File: config.mk
export PLATFORM = sky130hd
export DESIGN_NAME = stbs_ctrl
export DESIGN_NICKNAME = d
export VERILOG_FILES = /design/src/rtl/core/stbs_pkg.sv /design/src/rtl/core/stbs_ctrl.sv
export SDC_FILE = /design/constraint.sdc
export NUM_CORES = 1
export LEC_CHECK = 0
export ABC_CLOCK_PERIOD_IN_PS = 1600
export BUFFER_PORTS_ARGS = -buffer_cell sky130_fd_sc_hd__buf_4
export CAP_MARGIN = 20
export CORE_AREA = 2 2 39 41
export CTS_CLUSTER_SIZE = 16
export DETAILED_ROUTE_END_ITERATION = 10
export DIE_AREA = 0 0 41 43
export GPL_TIMING_DRIVEN = 0
export SYNTH_ARGS = -nofsm -noshare
export SYNTH_HDL_FRONTEND = slang
export SYNTH_SLANG_ARGS = --single-unit
export TNS_END_PERCENT = 20
File: constraint.sdc
create_clock -name clock -period 1.6 [get_ports clock]
set_clock_uncertainty 0.2 [all_clocks]
set_input_delay 0.08 -clock clock [delete_from_list [all_inputs] [get_ports clock]]
set_output_delay 0.08 -clock clock [all_outputs]
set_load 0.005 [all_outputs]
File: src/rtl/core/stbs_pkg.sv
// shared types and constants for the sorted table binary search block
package stbs_pkg;

   localparam int IDX_W  = 10;
   localparam int DATA_W = 32;

   typedef enum logic {
      CMD_LOAD   = 1'b0,
      CMD_SEARCH = 1'b1
   } cmd_type;

   // controller to datapath
   typedef struct packed {
      logic load_wr;
      logic search_start;
      logic probe_step;
      logic out_load;
   } dp_cmd_type;

   // datapath to controller
   typedef struct packed {
      logic range_empty;
      logic hit;
      logic stop;
   } dp_status_type;

endpackage

File: src/rtl/core/stbs_ctrl.sv
// search sequencer and result valid register
module stbs_ctrl (
   input  logic                    clock,
   input  logic                    reset,
   input  logic                    req_valid,
   input  stbs_pkg::cmd_type       req_cmd,
   output logic                    req_stall,
   output logic                    rsp_valid,
   input  logic                    rsp_stall,
   output stbs_pkg::dp_cmd_type    cmd,
   input  stbs_pkg::dp_status_type status
);

   typedef enum logic [1:0] {
      ST_IDLE,
      ST_PROBE,
      ST_DONE
   } state_type;

   state_type state_ff, state_in;
   logic      rsp_valid_ff, rsp_valid_in;
   logic      req_take, out_free;

   assign req_stall = state_ff != ST_IDLE;
   assign req_take  = req_valid && (state_ff == ST_IDLE);
   assign out_free  = !rsp_valid_ff || !rsp_stall;
   assign rsp_valid = rsp_valid_ff;

   always_comb begin
      cmd          = '0;
      state_in     = state_ff;
      rsp_valid_in = rsp_valid_ff && rsp_stall;
      unique case (state_ff)
         ST_IDLE: begin
            if (req_take) begin
               if (req_cmd == stbs_pkg::CMD_LOAD) begin
                  cmd.load_wr = 1'b1;
               end else begin
                  cmd.search_start = 1'b1;
                  state_in = status.range_empty ? ST_DONE : ST_PROBE;
               end
            end
         end
         ST_PROBE: begin
            cmd.probe_step = 1'b1;
            if (status.hit || status.stop) begin
               state_in = ST_DONE;
            end
         end
         ST_DONE: begin
            if (out_free) begin
               cmd.out_load = 1'b1;
               rsp_valid_in = 1'b1;
               state_in     = ST_IDLE;
            end
         end
         default: state_in = ST_IDLE;
      endcase
   end

   always_ff @(posedge clock) begin
      if (reset) begin
         state_ff     <= ST_IDLE;
         rsp_valid_ff <= 1'b0;
      end else begin
         state_ff     <= state_in;
         rsp_valid_ff <= rsp_valid_in;
      end
   end

endmodule

### Word-level counts from Yosys, hierarchy flattened

Index checks and enable logic that the tools add are counted.

| storage, ports and cells | value |
|---|---|
| register bits after elaboration | 3 |
| input port bits | 8 |
| output and inout bits | 6 |
| logic and storage cells | 32 |

| operators by class | value |
|---|---|
| equality and inequality tests | 6 |
| muxes and demuxes | 15 |
| reduce and logical (&&, ||, !) cells | 9 |

Operator list:

| cell | count |
|---|---|
| $mux W2 | 7 |
| $ne A2 B2 Y1 const B | 4 |
| $mux W1 | 7 |
| $pmux W2 S3 | 1 |
| $reduce_and A4 Y1 | 1 |
| $eq A2 B1 Y1 const B | 1 |
| $eq A2 B2 Y1 const B | 1 |
| $logic_and A1 B1 Y1 | 2 |
| $logic_not A1 Y1 | 2 |
| $logic_not A2 Y1 | 1 |
| $logic_or A1 B1 Y1 | 2 |
| $reduce_bool A2 Y1 | 1 |

### Logic depth before layout (Yosys ltp)

Gate-level depths: netlist (run 1).

| logic depth | value |
|---|---|
| depth in word-level cells | 4 |
| gate-level depth with buffers | 3 |
| gate-level depth less buffers | 3 |

### Worst setup path before layout (run 1)

No wires, ideal clock.

| timing | value |
|---|---|
| path kind | register to register |
| start point | reg state_ff[0] |
| end point | reg state_ff[1] |
| library setup time | 0.074 ns |
| arrival | 1.023 ns |
| required time | 1.326 ns |
| setup slack | 0.303 ns |
| cell stages (with the launch flop) | 4 |
| buffers on the path | 0 |
| clock period less this slack | 1.297 ns |
| cell sequence | dfxtp_1 -> or2_1 -> or3_1 -> a31oi_1 |

| on the way | value |
|---|---|
| longest elaborated chain between the ends | 4 |
| elaborated cells on any way between the ends | 10 |
| those cells by class | eq/ne (6); mux (1); reduce/logical (3) |

RTL lines:

| what | RTL line | RTL |
|---|---|---|
| start: declaration | stbs_ctrl.sv:20 | `state_type state_ff, state_in;` |
| start signal: assignment | stbs_ctrl.sv:66 | `state_ff <= state_in;` |
| $logic_not A2 Y1 | stbs_ctrl.sv:25, stbs_ctrl.sv:33 |  |
| $logic_and A1 B1 Y1 | stbs_ctrl.sv:25 | `assign req_take = req_valid && (state_ff == ST_IDLE);` |
| $ne A2 B2 Y1 (no line) | n/a |  |
| $reduce_and A4 Y1 (no line) | n/a |  |

Several ways; a longest one is shown, not always the timed one.
A chain may end at the register's enable or synchronous reset.

==> reports/metrics.csv, run 1 <==
stage,metric,value,unit
grt,antenna_found_initial,0,
power_and_ir_drop,ir_drop,0.000194,V
timing,rsz0062_at_grt,false,
floorplanning,die_h,43,µm
route,viasPerCell,3.83,
route,dr_total_vias,226,
timing,fmax,688,MHz
worst_setup_path,worst_ep_arrival_time,1.17,ns
yosys,netlist.area_leader.share,0.384,
worst_setup_path,crit_path_start_kind,flip-flop,
finish,drive_gt1_frac,0.395,
worst_setup_path,cp_slowest_cell,dfxtp_1,
yosys,synth_top_area_cell,dfxtp_1,
hold_path,hold_start,req_cmd,
finish,synthToLayoutAreaGrowth,124,%
timing,final-hold-violation-count,0,
worst_setup_path,rr_startpoint,state_ff[0],
yosys,synthesis.area,156,µm²
timing,post-route-period-util,0.909,
grt,grt_pass1_vias,183,
yosys,ys_ff_latch,3,
timing,maxSlewHeadroom,0.889,
timing,worst_pin_slew,0.166,ns
grt,grt_remaining_overflow,0,
worst_setup_path,rr_worst_depth,3,
clocking,tritoncts,built,
timing,whs,0.0427,ns
yosys,syn_area_per_cell,7.45,µm²
clocking,cts-buffers-inserted,3,
route,wirelength,500,µm
placed_design,place_ws,0.264,ns
route,drc_errors,0,
power_and_ir_drop,power,0.264,mW
worst_setup_path,cp_top_family,simple AND/OR/NAND/NOR gates,
floorplanning,io_pins,14,
clocking,htree_levels,1,
timing,finalWorstSetupSlack,0.146,ns
yosys,ys_seq_area_frac,0.384,
placed_design,gp_congestion,0.691,
clocking,cts_root_buffer,clkbuf_4,
route,drtIter0Drc,2,
worst_setup_path,crit_required,1.32,ns
clocking,clock_latency,0.23,ns
finish,antenna_cells,0,
power_and_ir_drop,p_per_area,755,mW/mm²
grt,track_usage,0.0641,
yosys,async_flop_share,0,
finish,post-route-util,0.253,
yosys,ys.flop_type,dfxtp_1,
yosys,yosys-top-cells-count,"dfxtp_1 (3), nand2_1 (3), a21oi_1 (2), nor2_1 (2), or3_1 (2)",
yosys,synth.net_count,29,
hold_path,hold_path.class,in -> reg,
yosys,syn_inst,21,
floorplanning,initial_utilization,0.113,
floorplanning,die_x,41,µm
yosys,synth_edf_count,0,
worst_setup_path,rrSetupSlack,0.26,ns
floorplanning,std_cell_rows,14,
route,detail-route-antenna-nets,0,
timing,finalSetupViolations,0,
flow_run,cap_violations,0,
yosys,synth.distinct_cells,14,
worst_setup_path,path_class,reg -> out,
yosys,synthTopCellsByArea,"dfxtp_1 (38%), or3_1 (8.0%), nand2_1 (7.2%)",
timing,drv_slew,0,
worst_setup_path,crit_path_cell_trace,"or2_1, nor3b_1, buf_4",
worst_setup_path,rr_endpoint,state_ff[1],
placed_design,port_buffers,13,
route,firstDrtPassIters,2,
worst_setup_path,cp_slowest_stage_delay,0.32,ns
worst_setup_path,cp_num_buf_inv,1,
worst_setup_path,timing.critical_path.depth,3,
timing,tns,0,ns
clocking,clk_pin_slew,0.04,ns
clocking,cts.sinks,3,
yosys,synth_warnings,0,
hold_path,whs_endpoint,state_ff[1],
grt,grt_pass1_wl,634,µm
clocking,cts_resized,0,
hold_path,hold_depth,4,
clocking,clockBufferDepth,2,
route,wl_per_cell,8.47,µm
worst_setup_path,crit_fanout,5,
finish,fin_nets,52,
worst_setup_path,endpoint_kind,output pin,
status,status,"finished, final reports clean",
floorplanning,die_area,0.00176,mm²
floorplanning,coreArea,0.00138,mm²
grt,grt_max_degree,6,
timing,layout_min_cycle_time,1.45,ns
power_and_ir_drop,p_leak,0.160,nW
-- worst max-delay path by stage --
| stage | from | end | slack, ns |
|---|---|---|---|
| final | state_ff[0] | cmd[3] | 0.15 |
| after global routing | state_ff[0] | cmd[3] | 0.06 |
| after CTS | state_ff[0] | cmd[3] | 0.13 |
| after floorplan | state_ff[0] | state_ff[1] | 0.30 |
| after global placement | state_ff[0] | state_ff[1] | 0.27 |
| after detailed placement | state_ff[0] | state_ff[1] | 0.26 |
-- cells in the final DEF, fill, tap and decap left out, types with 2 or more instances in the layout --
| cell type | n |
|---|---|
| a21oi_1 | 2 |
| buf_4 | 13 |
| clkbuf_4 | 3 |
| dfxtp_1 | 3 |
| dlygate4sd3_1 | 5 |
| nand2_1 | 3 |
| nor2_1 | 2 |
| or3_1 | 2 |
-- metal layers --
| layer | GRT usage | vias up | wire length [µm] |
|---|---|---|---|
| met1 | 0.0607 | 95 | 207 |
| met2 | 0.0750 | 14 | 231 |
| met5 | 0 | - | 0 |
| met3 | 0.0157 | 2 | 46 |
| li1 | - | 115 | - |
| met4 | 0.120 | 0 | 14 |
-- through the flow --
stage,area (µm²),std cells
2_1_floorplan,156,21
3_3_place_gp,274,50
3_5_place_dp,274,50
4_1_cts,350,59
5_1_grt,350,59
6_report,350,59
-- final cells by class --
type,count,area (µm²)
fill,149,1030
inverter,1,3.75
multi-input combinational,17,92.6
sequential,3,60.1
tap,16,20.0
clock buffer,4,26.3
timing repair buffer,18,148
-- cell families (layout without fill, tap and decap cells) --
kind of cell           Yosys count  after routing  share of synthesized area
AOI/OAI and AO/OA                5              5                      0.184
buffers and inverters            1             23                     0.0240
and+or+nand+nor                 12             12                      0.408
DFF                              3              3                      0.384
-- sequential cells by signal, indices dropped and copies added (netlist names) --
name / count
rsp_valid: 1
state_ff: 2
-- repair_timing --
action | CTS | global route
setup buffers | 0 | 0
hold buffers | 5 | 0
endpoints found under the hold margin | 3 | 0
-- tightest hold or removal path, stage by stage --
cell and delay, ns:
buf_4 0.11, nand2_1 0.08, or3_1 0.10, a31oi_1 0.06
-- report_power, final --
group / switching [mW] / internal (mW)
registers: 0.00260 / 0.0781
logic: 0.0162 / 0.0334
clock network: 0.0405 / 0.0935
No activity file was read; power rests on OpenSTA's default activity.
==> inputs of run 2 (changes only) <==
- BUFFER_PORTS_ARGS: -buffer_cell sky130_fd_sc_hd__buf_4 -> not set
- DONT_BUFFER_PORTS: not set -> 1
==> run 2 against run 1 <==
Compared with the run above:
- non-clock buffer count shrank 9
- highest routed layer is now met3
- critical path depth grew 2
- worst hold slack lost 0.027 ns
- critical endpoint is now state_ff[0]
- final cell count shrank 15%
- clock power shrank 4%
- cell area shrank 15%
- global-route usage shrank 0.71 points
- sequential power is essentially flat
- clock-buffer cell count is the same
- core utilization shrank 3.8 points
- fmax shrank 5.0%
- sequential share of layout area grew 3.0 points
==> reports/metrics.csv, run 2 (synthesis results as in run 1) <==
stage,metric,value,unit,change
status,status,"finished, final reports clean",,unchanged
route,drc_errors,0,,unchanged
route,highest_layer,met3,,was met4
finish,drive_gt1_frac,0.147,,was 0.395
finish,final_cell_mix,"dlygate4sd3_1 (9), nand2_1 (3), clkbuf_4 (3), dfxtp_1 (3)",,"was buf_4 (13), dlygate4sd3_1 (5), nand2_1 (3), clkbuf_4 (3), dfxtp_1 (3)"
power_and_ir_drop,p_per_area,818,mW/mm²,was 755 mW/mm²
worst_setup_path,rr_worst_depth,3,,unchanged
finish,antenna_cells,0,,unchanged
timing,fmax,653,MHz,was 688 MHz
route,drtIter0Drc,0,,was 2
route,wl_per_cell,8.48,µm,was 8.47 µm
clocking,cts_root_buffer,clkbuf_4,,unchanged
clocking,htree_levels,1,,unchanged
finish,synthToLayoutAreaGrowth,90.4,%,was 124%
route,wl_met2,165,µm,was 231 µm
worst_setup_path,rr_startpoint,state_ff[0],,unchanged
route,wirelength,424,µm,was 500 µm
floorplanning,die_h,43,µm,unchanged
timing,layout_min_cycle_time,1.53,ns,was 1.45 ns
flow_run,cap_violations,0,,unchanged
timing,whs,0.0160,ns,was 0.0427 ns
grt,grt_pass1_vias,177,,was 183
grt,track_usage,0.0571,,was 0.0641
timing,post-route-period-util,0.957,,was 0.909
floorplanning,initial_utilization,0.113,,unchanged
floorplanning,coreArea,0.00138,mm²,unchanged
clocking,tritoncts,built,,unchanged
worst_setup_path,crit_path_start_kind,input pin,,was flip-flop
clocking,cts-buffers-inserted,3,,unchanged
hold_path,hold_depth,1,,was 4
route,wl_met1,208,µm,was 207 µm
finish,largest_reg_flops,2,,unchanged
power_and_ir_drop,p_leak,0.117,nW,was 0.160 nW
route,dr_total_vias,189,,was 226
grt,grt_max_degree,6,,unchanged
timing,worst_pin_slew,0.234,ns,was 0.166 ns
floorplanning,std_cell_rows,14,,unchanged
hold_path,hold_start,rsp_stall,,was req_cmd
timing,final-hold-violation-count,0,,unchanged
timing,maxSlewHeadroom,0.843,,was 0.889
timing,tns,0,ns,unchanged
worst_setup_path,path_class,in -> reg,,was reg -> out
finish,fin_nets,43,,was 52
finish,final_area,298,µm²,was 350 µm²
placed_design,port_buffers,0,,was 13
timing,drv_slew,0,,unchanged
worst_setup_path,worst_ep_arrival_time,1.48,ns,was 1.17 ns
grt,antenna_found_initial,0,,unchanged
floorplanning,die_x,41,µm,unchanged
power_and_ir_drop,ir_drop,0.000297,V,was 0.000194 V
timing,rsz0062_at_grt,false,,unchanged
finish,largest-register,state_ff,,unchanged
route,wl_met3,50,µm,was 46 µm
finish,post-route-util,0.215,,was 0.253
grt,grt_pass1_wl,614,µm,was 634 µm
floorplanning,io_pins,14,,unchanged
clocking,post-cts-setup-buffer-count,0,,unchanged
worst_setup_path,crit_fanout,2,,was 5
timing,finalSetupViolations,0,,unchanged
route,viasPerCell,3.78,,was 3.83
clocking,clk_pin_slew,0.03,ns,was 0.04 ns
route,firstDrtPassIters,1,,was 2
clocking,cts.sinks,3,,unchanged
worst_setup_path,endpoint_kind,flip-flop,,was output pin
finish,layout_commonest_cell,dlygate4sd3_1,,was buf_4
worst_setup_path,crit_required,1.55,ns,was 1.32 ns
hold_path,hold_path.class,in -> out,,was in -> reg
worst_setup_path,worstSetupStartpoint,status[1],,was state_ff[0]
route,detail-route-antenna-nets,0,,unchanged
clocking,clockBufferDepth,2,,unchanged
clocking,clock_latency,0.23,ns,about the same
grt,grt_remaining_overflow,0,,unchanged
placed_design,placed_cell_area,176,µm²,was 274 µm²
floorplanning,die_area,0.00176,mm²,unchanged
placed_design,gp_congestion,0.655,,was 0.691
## run 2: area by class of cell
class                   instances  area, µm²
clock buffers                   4       26.3
fillers                       156       1090
inverters                       1       3.75
multi-input cells              17       97.6
flip-flops and latches          3       60.1
well taps                      16       20.0
repair buffers                  9       90.1
## run 2: report_power, final
part           switching (mW)  leakage (nW)  internal (mW)  total (mW)
logic                  0.0127        0.0773         0.0206      0.0333
registers             0.00276        0.0244         0.0781      0.0809
clock network          0.0361        0.0150         0.0932       0.129
total                  0.0516         0.117          0.192       0.244
## run 2: layer usage
layer,global-route usage,up-vias
li1,-,99
met1,0.0573,78
met2,0.0750,12
met3,0.0471,0
met4,0.0400,0
met5,0,-
## run 2: final timing paths
| kind | to | slack (ns) |
|---|---|---|
| hold reg to reg | state_ff[0] | 0.29 |
| setup reg to reg | rsp_valid | 0.16 |
| setup / recovery | state_ff[0] | 0.07 |
| hold / removal | cmd[0] | 0.02 |
## run 2: worst max-delay path, stage by stage
cell and delay (ns):
dlygate4sd3_1 0.55, nor2_1 0.08, dlygate4sd3_1 0.54, nand2_1 0.06, a211oi_2 0.17
## run 2: what timing repair did
action | in CTS | in global routing
endpoints found under the hold margin | 4 | 0
setup endpoints to repair | 0 | 1
hold buffers | 9 | 0
resized for setup | 0 | 1
## run 2: stage by stage
step / setup WS [ns] / power (mW) / cells
finish: 0.0688 / 0.244 / 50
global route: 0.0270 / 0.271 / 50
CTS: 0.0384 / 0.252 / 50
detailed placement: 0.228 / 0.0962 / 37
global placement: 0.241 / 0.0961 / 37
floorplan: 0.303 / 0.0936 / 21
